`config.mk`:
```
export PLATFORM = sky130hd
export DESIGN_NAME = interval_seat_allocator
export DESIGN_NICKNAME = d
export VERILOG_FILES = /design/src/rtl/core/isa_pkg.sv /design/src/rtl/core/interval_seat_allocator.sv
export SDC_FILE = /design/constraint.sdc
export NUM_CORES = 2
export LEC_CHECK = 0
export ABC_AREA = 1
export BUFFER_PORTS_ARGS = -buffer_cell sky130_fd_sc_hd__buf_2
export CAP_MARGIN = 25
export CORE_ASPECT_RATIO = 1.25
export CORE_MARGIN = 4
export CORE_UTILIZATION = 43
export DETAILED_ROUTE_END_ITERATION = 12
export PLACE_DENSITY = 0.65
export SYNTH_ARGS = -nofsm -noshare
export SYNTH_HDL_FRONTEND = slang
export SYNTH_SLANG_ARGS = --single-unit
```
`constraint.sdc`:
```
create_clock -name clk -period 7.7 [get_ports clk]
set_input_delay 0.385 -clock clk [delete_from_list [all_inputs] [get_ports clk]]
set_output_delay 0.385 -clock clk [all_outputs]
set_load 0.02 [all_outputs]
```
`src/rtl/core/isa_pkg.sv`:
```
// ----------------------------------------------------------------------------
// isa_pkg
// Types and constants shared by the interval seat allocator.
// ----------------------------------------------------------------------------
package isa_pkg;

  localparam int NUM_SEATS  = 32;
  localparam int TIME_BITS  = 32;
  localparam int COUNT_BITS = 24;
  localparam int SEAT_W     = $clog2(NUM_SEATS);
  localparam int OPEN_W     = $clog2(NUM_SEATS + 1);

  typedef struct packed {
    logic [TIME_BITS-1:0] start_time;
    logic [TIME_BITS-1:0] end_time;
    logic                 last_item;
  } isa_in_t;

  typedef struct packed {
    logic [SEAT_W-1:0]     seat_index;
    logic [COUNT_BITS-1:0] use_count;
    logic [OPEN_W-1:0]     seats_opened;
    logic                  is_summary;
    logic                  all_busy;
    logic                  last_of_run;
  } isa_out_t;

  typedef enum logic {
    ST_ASSIGN,
    ST_READOUT
  } isa_state_t;

endpackage

```
`src/rtl/core/interval_seat_allocator.sv`:
```
// ----------------------------------------------------------------------------
// interval_seat_allocator
// Lowest-free-index interval partitioning over a bank of seat registers,
// with a per-seat summary readout after the item marked last.
// ----------------------------------------------------------------------------
// path: the result register loads from the input register when the word
//   advances, which waits while out_stall holds or during the summary readout
// throughput: one interval per cycle unless out_stall holds; a last item adds
//   a summary word per opened seat; assignments wait on the readout counter
// reset: clears control state and the opened-seat count; seat registers are
//   not cleared, no clearing pass
module interval_seat_allocator (
  input  logic              clk,
  input  logic              rst_n,
  input  logic              in_valid,
  output logic              in_stall,
  input  isa_pkg::isa_in_t  in_data,
  output logic              out_valid,
  input  logic              out_stall,
  output isa_pkg::isa_out_t out_data
);

  localparam int N  = isa_pkg::NUM_SEATS;
  localparam int SW = isa_pkg::SEAT_W;
  localparam int OW = isa_pkg::OPEN_W;
  localparam int CW = isa_pkg::COUNT_BITS;
  localparam int TW = isa_pkg::TIME_BITS;

  // input register
  logic              a_vld_r;
  isa_pkg::isa_in_t  a_data_r;

  // result register
  logic              out_vld_r;
  isa_pkg::isa_out_t out_data_r;

  // seat bank
  logic [TW-1:0]     seat_end_r  [N];
  logic [CW-1:0]     seat_uses_r [N];
  logic [OW-1:0]     opened_r;
  logic [SW-1:0]     rd_idx_r;
  isa_pkg::isa_state_t state_r;

  logic [OW-1:0]     opened_nxt;
  logic [SW-1:0]     rd_idx_nxt;
  isa_pkg::isa_state_t state_nxt;
  isa_pkg::isa_out_t out_nxt;
  logic              out_load;
  logic              a_adv;
  logic              slot_free;
  logic              sum_last;

  logic [N-1:0]      free_vec;
  logic [N-1:0]      first_free;
  logic              found;
  logic [SW-1:0]     pick;
  logic              can_open;
  logic [SW-1:0]     use_idx;
  logic [CW-1:0]     use_rd;
  logic [CW-1:0]     use_new;
  logic              wr_en;
  logic [SW-1:0]     wr_idx;

  // parallel compare of every opened seat against the start time
  always_comb begin
    for (int i = 0; i < N; i++) begin
      free_vec[i] = (OW'(i) < opened_r) && (seat_end_r[i] <= a_data_r.start_time);
    end
  end

  // isolate lowest set bit, then encode
  assign first_free = free_vec & (~free_vec + N'(1));
  assign found      = |free_vec;

  always_comb begin
    pick = '0;
    for (int i = 0; i < N; i++) begin
      if (first_free[i]) begin
        pick = pick | SW'(i);
      end
    end
  end

  assign can_open = (opened_r < OW'(N));
  assign use_idx  = (state_r == isa_pkg::ST_READOUT) ? rd_idx_r : pick;
  assign use_rd   = seat_uses_r[use_idx];
  assign sum_last = ({1'b0, rd_idx_r} == OW'(opened_r - OW'(1)));

  assign slot_free = !out_vld_r || !out_stall;
  assign a_adv     = a_vld_r && slot_free && (state_r == isa_pkg::ST_ASSIGN);
  assign in_stall  = a_vld_r && !a_adv;

  always_comb begin
    state_nxt  = state_r;
    opened_nxt = opened_r;
    rd_idx_nxt = rd_idx_r;
    out_load   = 1'b0;
    out_nxt    = out_data_r;
    wr_en      = 1'b0;
    wr_idx     = pick;
    use_new    = use_rd;
    case (state_r)
      isa_pkg::ST_ASSIGN: begin
        if (a_adv) begin
          out_load = 1'b1;
          out_nxt.is_summary  = 1'b0;
          out_nxt.last_of_run = !a_data_r.last_item;
          if (found) begin
            wr_en   = 1'b1;
            use_new = (use_rd == {CW{1'b1}}) ? use_rd : CW'(use_rd + CW'(1));
          end else if (can_open) begin
            wr_en      = 1'b1;
            wr_idx     = opened_r[SW-1:0];
            use_new    = CW'(1);
            opened_nxt = OW'(opened_r + OW'(1));
          end
          out_nxt.seat_index   = wr_en ? wr_idx : '0;
          out_nxt.use_count    = wr_en ? use_new : '0;
          out_nxt.all_busy     = !wr_en;
          out_nxt.seats_opened = opened_nxt;
          if (a_data_r.last_item) begin
            state_nxt  = isa_pkg::ST_READOUT;
            rd_idx_nxt = '0;
          end
        end
      end
      isa_pkg::ST_READOUT: begin
        if (slot_free) begin
          out_load = 1'b1;
          out_nxt.seat_index   = rd_idx_r;
          out_nxt.use_count    = use_rd;
          out_nxt.seats_opened = opened_r;
          out_nxt.is_summary   = 1'b1;
          out_nxt.all_busy     = 1'b0;
          out_nxt.last_of_run  = sum_last;
          rd_idx_nxt = SW'(rd_idx_r + SW'(1));
          if (sum_last) begin
            state_nxt  = isa_pkg::ST_ASSIGN;
            opened_nxt = '0;
          end
        end
      end
      default: begin
        state_nxt = isa_pkg::ST_ASSIGN;
      end
    endcase
  end

  always_ff @(posedge clk) begin
    if (!rst_n) begin
      state_r   <= isa_pkg::ST_ASSIGN;
      opened_r  <= '0;
      rd_idx_r  <= '0;
      a_vld_r   <= 1'b0;
      out_vld_r <= 1'b0;
    end else begin
      state_r  <= state_nxt;
      opened_r <= opened_nxt;
      rd_idx_r <= rd_idx_nxt;
      if (!in_stall) begin
        a_vld_r <= in_valid;
      end
      if (out_load) begin
        out_vld_r <= 1'b1;
      end else if (!out_stall) begin
        out_vld_r <= 1'b0;
      end
    end
  end

  // payload registers
  always_ff @(posedge clk) begin
    if (!in_stall && in_valid) begin
      a_data_r <= in_data;
    end
    if (out_load) begin
      out_data_r <= out_nxt;
    end
    if (wr_en) begin
      seat_end_r[wr_idx]  <= a_data_r.end_time;
      seat_uses_r[wr_idx] <= use_new;
    end
  end

  assign out_valid = out_vld_r;
  assign out_data  = out_data_r;

  a_readout_nonempty: assert property (@(posedge clk) disable iff (!rst_n)
    state_r == isa_pkg::ST_READOUT |-> opened_r != '0)
    else $error("readout with no opened seat");

  a_opened_bound: assert property (@(posedge clk) disable iff (!rst_n)
    opened_r <= OW'(N))
    else $error("opened count beyond seat bank");

  a_pick_onehot: assert property (@(posedge clk) disable iff (!rst_n)
    $onehot0(first_free) && (found == (first_free != '0)))
    else $error("free seat select not one-hot");

  a_clear_after_run: assert property (@(posedge clk) disable iff (!rst_n)
    (state_r == isa_pkg::ST_READOUT && slot_free && sum_last)
      |=> (opened_r == '0 && state_r == isa_pkg::ST_ASSIGN))
    else $error("seat bank not cleared after summary");

  a_no_write_in_readout: assert property (@(posedge clk) disable iff (!rst_n)
    state_r == isa_pkg::ST_READOUT |-> !wr_en && !a_adv)
    else $error("seat write during summary readout");

endmodule
```
**After elaboration in Yosys (flattened, before gate mapping)**

Memory sizes are Yosys's and may differ from the RTL's.
Index checks and enable logic that the tools add are counted.
W data, S select, Z words.

- Memory bits (writable): 1792
- Word-level logic and storage cells: 263
- Output and inout bits: 40
- Bits in registers: 117
- Memories: 2

Memories:

| memory | depth | width | rd ports | clocked after memory_dff | wr ports | RTL line | text |
|---|---|---|---|---|---|---|---|
| seat_end_r | 32 | 32 | 32 | 0 | 1 | interval_seat_allocator.sv:38 | `logic [TW-1:0] seat_end_r [N];` |
| seat_uses_r | 32 | 24 | 1 | 0 | 1 | interval_seat_allocator.sv:39 | `logic [CW-1:0] seat_uses_r [N];` |

- Eq/ne operators: 8
- Add/subtract/negate cells: 5
- Reductions and logical operators: 48
- Bitwise logic cells: 3
- Mux-type cells: 118
- $lt $le $gt $ge: 65

Operators with widths:

| cell | count |
|---|---|
| $le A32 B32 Y1 | 32 |
| $mux W24 | 12 |
| $mux W5 | 35 |
| $mux W38 | 4 |
| $lt A5 B6 Y1 const A | 16 |
| $mux W6 | 14 |
| $pmux W38 S2 | 1 |
| $lt A4 B6 Y1 const A | 8 |
| $logic_and A1 B1 Y1 | 36 |
| $mux W1 | 34 |
| $add A32 B1 Y32 const B | 1 |
| $and A32 B32 Y32 | 1 |
| $mux W4 | 8 |
| $not A32 Y32 | 1 |
| $reduce_or A32 Y1 | 1 |
| $add A24 B1 Y24 const B | 1 |
| $eq A24 B24 Y1 const B | 1 |
| $lt A3 B6 Y1 const A | 4 |
| $lt A1 B6 Y1 const A | 2 |
| $lt A2 B6 Y1 const A | 2 |
| $mux W3 | 4 |
| $pmux W6 S2 | 1 |
| $pmux W5 S2 | 1 |
| $reduce_and A3 Y1 | 3 |
| 15 further kinds | 24 |

**Logic depth before layout (Yosys ltp)**

An unclocked memory read counts as a cell.

- Depth in word-level cells: 50
- Gate-level depth with buffers: 45

**Worst setup path after synthesis**

No wires, ideal clock.

- Path kind: register to register
- Start point: reg a_data_r[64] (netlist bit)
- End point: mem seat_end_r[20][0] (netlist bit) (enable)
- Data arrival time: 6208 ps
- Stages on the path, launching flop included: 24
- Period minus slack after synthesis: 6678 ps
- Path slack: 1022 ps
- Library setup time: 470 ps
- Cells stage by stage: edfxtp_1 inv_1 ha_1 nand2_1 nor2_1 nand2_1 nor4_2 nand2_1 nand2_1 nand2_1 nand2_1 nand2_1 nor2_1 nor3b_1 nor3b_1 nand2_1 nor2_1 clkbuf_1 o21ai_0 nand2_1 o21ai_0 nor2_1 nand2_1 nor2_1

- Word-level cells in the longest chain between the ends: 46
- Elaborated cells on any way between the ends: 117
- Those cells by class: add/sub (1); order compare (32); mux (49); bitwise (2); reduce/logical (33)

Ends and longest elaborated chain:

| item | RTL line | text |
|---|---|---|
| start: declaration | interval_seat_allocator.sv:31 | `isa_pkg::isa_in_t a_data_r;` |
| start signal: assignment | interval_seat_allocator.sv:174 | `a_data_r <= in_data;` |
| $le A32 B32 Y1 | interval_seat_allocator.sv:67 | `free_vec[i] = (OW'(i) < opened_r) && (seat_end_r[i] <= a_data_r.start_time);` |
| $logic_and A1 B1 Y1 | interval_seat_allocator.sv:67 |  |
| $not A32 Y32 | interval_seat_allocator.sv:72 | `assign first_free = free_vec & (~free_vec + N'(1));` |
| $add A32 B1 Y32 | interval_seat_allocator.sv:72 |  |
| $and A32 B32 Y32 | interval_seat_allocator.sv:72 |  |
| $mux W1 | interval_seat_allocator.sv:78 | `if (first_free[i]) begin` |
| $mux W2 (2 in a row) | interval_seat_allocator.sv:78 |  |
| $mux W3 (4 in a row) | interval_seat_allocator.sv:78 |  |
| [... 25 more ...] | - |  |
| $mux W5 | interval_seat_allocator.sv:108 | `if (found) begin` |
| $mux W5 | interval_seat_allocator.sv:104 | `if (a_adv) begin` |
| $mux W5 | interval_seat_allocator.sv:102 | `case (state_r)` |
| $mux W5 | interval_seat_allocator.sv:108 |  |
| $mux W5 | interval_seat_allocator.sv:104 |  |
| $mux W5 | interval_seat_allocator.sv:102 |  |
| $mux W5 | interval_seat_allocator.sv:104 |  |
| $mux W5 (2 in a row) | interval_seat_allocator.sv:102 |  |
| end: declaration | interval_seat_allocator.sv:38 |  |

Parallel ways exist; a longest one is shown, timed or not. The select of a mux whose other input is x is not followed.

**Final worst setup path**

- Start point: reg a_data_r[57] (netlist bit)
- End point: mem seat_uses_r[22][3] (netlist bit) (data pin)

- Word-level cells in the longest chain between the ends: 48
- Elaborated cells on any way between the ends: 114
- Those cells by class: add/sub (2); order compare (32); eq/ne (1); mux (43); bitwise (2); reduce/logical (33); memory (1)

Ends and longest elaborated chain:

| item | RTL line | text |
|---|---|---|
| branches (longest 47 deep; another with $le A32 B32 Y1) | - |  |
| $mux W24 (*) | interval_seat_allocator.sv:102 |  |
| via use_new[3] | interval_seat_allocator.sv:60 | `logic [CW-1:0] use_new;` |
| end: declaration | interval_seat_allocator.sv:39 |  |

Mark *: on every way through the listed nets, which the timed path passes. The select of a mux whose other input is x is not followed.

==> results.txt <==
result of the run: finished clean
die area: 225000 um2
P&R area growth vs syn: 15.0%
via count of the first global-routing pass: 63.8k
worst-case setup margin in the final layout: 0.487 ns
unrepaired setup endpoints after global routing: no
number of buffers inserted by port buffering: 108
P_leak: 0.0430 uW
number of antenna violations at the first check in global routing: 11
Final Hold Fails: 0
Bufs on Longest Clock Path: 4
most area-hungry cell type in the Yosys netlist: edfxtp_1
Max Fanout on Critical Path: 38
detailed-route wire length per cell: 24.2 um
total setup violations reported at the end of the flow: 0
number of warnings printed during yosys synthesis: 0
vertical die dimension: 529 um
global-route wire length before repair: 406000 um
setup slack of the worst register-to-register path: 0.49 ns
largest cells by area after synthesis: edfxtp_1, ha_1, nand2_1, nand3_1, a21oi_1
first drt pass iteration count: 6
Synth Area per Inst: 11.7 um2
FF-to-FF End: seat_uses_r[22][3]
pre-CTS setup slack: 0.478 ns
crit path capture type: flop
Iteration-0 DRC Markers: 6057
Worst-path clk slew: 0.06 ns
die width: 425 um
summed instance area of the synthesized netlist: 93500 um2
GR Overflow Total: 0
buffer type at the clock tree root: clkbuf_16
CTS Sinks: 1909
required time at the endpoint of the critical path: 8.37 ns
fmax: 139 MHz
level count of the clock H-tree: 4
worst hold path class: in -> reg
sum of negative setup slack: 0 ns
clock insertion delay at the later pin of the skew report: 0.88 ns
detailed placer's ending HPWL: 175000 um
most used cell along the critical path: nand2_1
Min-Delay Startpoint: in_data[32]
Max Transition Viols Final: 0
Max-Slew Margin vs Limit: 36.3%
DRC Markers: 0
CP max stage delay: 0.53 ns
worst IR drop on VDD: 231 uV
total power draw: 31700 uW
Core ar.: 217000 um2
actual slew at the worst max-slew pin: 0.952 ns
TritonCTS clock tree: built
pin count of the biggest net entering global routing: 66
routed vias/inst: 5.59
reg2reg start: a_data_r[57]
# fillers: 18.9k
distinct cell type count after synthesis: 48
TritonCTS buffer count: 198
placer congestion estimate: 0.969
NumNets Final: 9626
Final Critical Period: 7.21 ns
Tcrit/Tclk final: 93.7%
post-route design area: 108000 um2
source of the critical timing path: a_data_r[57]
flip-flop and latch count after synthesis: 1909
cells after synthesis: 8012
slowest cell on the critical path: inv_1
synthesized netlist net count: 9110
Site Rows: 191
antenna violation net count after detailed routing: 0
vias after detailed routing: 64.8k
effective utilization at floorplan: 43.2%
Critical Path Start Type: flop
crit path kind: reg -> reg
top-level port count: 109
path depth of the worst reg2reg path: 38
total detailed-routing wirelength: 280000 um
sequential cell area fraction in the yosys report: 61.2%
worst clock skew: 0.0700 ns
data arrival time of the critical path: 7.88 ns
proportion of netlist area held by the largest area contributor: 60.9%
fraction of layout cells with a size suffix above 1: 9.66%
Maximum Capacitance Violations: 0
Power Density: 295 nW/um2
Global Route Usage Sum: 24.3%
endpoint of the worst setup timing path: seat_uses_r[22][3]
Post-CTS Setup Repair Bufs: 0
post-place instance area: 101000 um2
worst min-delay path by stage:
stage / end / slack (ns) / depth (start not counted)
6_report: a_data_r[32] / 0.22 / 2
5_1_grt: a_data_r[28] / 0.20 / 2
4_1_cts: a_data_r[32] / 0.15 / 2
3_5_place_dp: rd_idx_r[0] / 0.53 / 2
3_3_place_gp: rd_idx_r[0] / 0.52 / 2
2_1_floorplan: out_data[2] / 0.41 / 0
layer usage:
| layer | track usage (%) | routed length (um) |
|---|---|---|
| met1 | 30.7 | 111000 |
| met2 | 41.1 | 134000 |
| met3 | 2.97 | 18200 |
| met4 | 12.6 | 15700 |
| met5 | 0 | 0 |
what timing repair did:
item	CTS	global route
hold buffers	67	0
endpoints found under the setup margin	0	183
hold endpoints to repair	78	0
gates resized for setup	0	1
placed cells by master, fill, tap and decap left out, types with 42 or more instances in the layout:
cell / n
buf_12: 106
nand3b_1: 178
nand2_1: 1614
dlygate4sd3_1: 67
o21ai_0: 193
o211ai_1: 108
nand4_1: 108
buf_4: 236
o21a_1: 58
buf_2: 108
ha_1: 1029
clkbuf_16: 198
edfxtp_1: 1895
clkbuf_1: 42
nand3_1: 735
clkinv_1: 49
a21oi_1: 543
inv_1: 698
nor2_1: 380
cells by family after synthesis:
logic type | share of synthesized area [%]
simple gates | 15.2
compound gates | 5.77
xor+xnor | 0.0937
buf+inv | 3.98
flops | 61.2
fa+ha+maj | 13.8
Yosys cell counts, drive strengths merged:
cell type / number
clkbuf: 55
nor3b: 3
dfxtp: 14
o211ai: 108
nor4: 25
nand2: 1634
xor2: 10
ha: 1029
a221oi: 2
and3: 5
buf: 146
o21a: 58
a21oi: 544
nand4: 108
edfxtp: 1895
nor3: 37
nor2: 433
o21bai: 19
o22ai: 3
o21ai: 222
o2111ai: 1
and2: 2
a21o: 11
or2: 14
inv: 710
nand3b: 178
nand3: 739
a21boi: 3
a22oi: 1
a211oi: 1
clkinv: 2
final cells by class:
cell class / count / area, um2 / area share (%)
Sequential cell: 1909 / 57200 / 53.2
Antenna cell: 9 / 22.5 / 0.0209
Timing Repair Buffer: 517 / 5100 / 4.75
Inverter: 712 / 2680 / 2.49
Clock inverter: 105 / 826 / 0.768
Clock buffer: 240 / 5110 / 4.76
Multi-Input combinational cell: 5190 / 33000 / 30.7
Tap cell: 2895 / 3620 / 3.37
flip-flops by register name, summed over array words and instances, names as in the netlist, 5 cells and up:
| signal | count |
|---|---|
| opened_r | 6 |
| seat_end_r | 1024 |
| rd_idx_r | 5 |
| a_data_r | 65 |
| out_data | 38 |
| seat_uses_r | 768 |
power by group:
part	switching (uW)	leakage (uW)	internal, uW
registers	169	0.0173	13200
logic	6170	0.0229	3090
clock network	3990	0.00291	5100
total	10300	0.0430	21400
metrics by stage:
step                std cells  hold slack [ns]  utilization (%)
global route            11600            0.202             49.6
global placement        11200            0.522             46.6
floorplan                8012            0.406                -
detailed placement      11200            0.528             46.6
finish                  11600            0.222             49.7
CTS                     11600            0.149             49.6
worst max-delay path, delay by kind of cell, from the launching register on:
family	cells	cell delay, ns
simple gates	25	3.82
compound gates	3	0.52
fa+ha+maj	1	0.19
buf+inv	9	2.08
flops	1	0.35
Note: power is estimated with default switching activity, not from simulation.
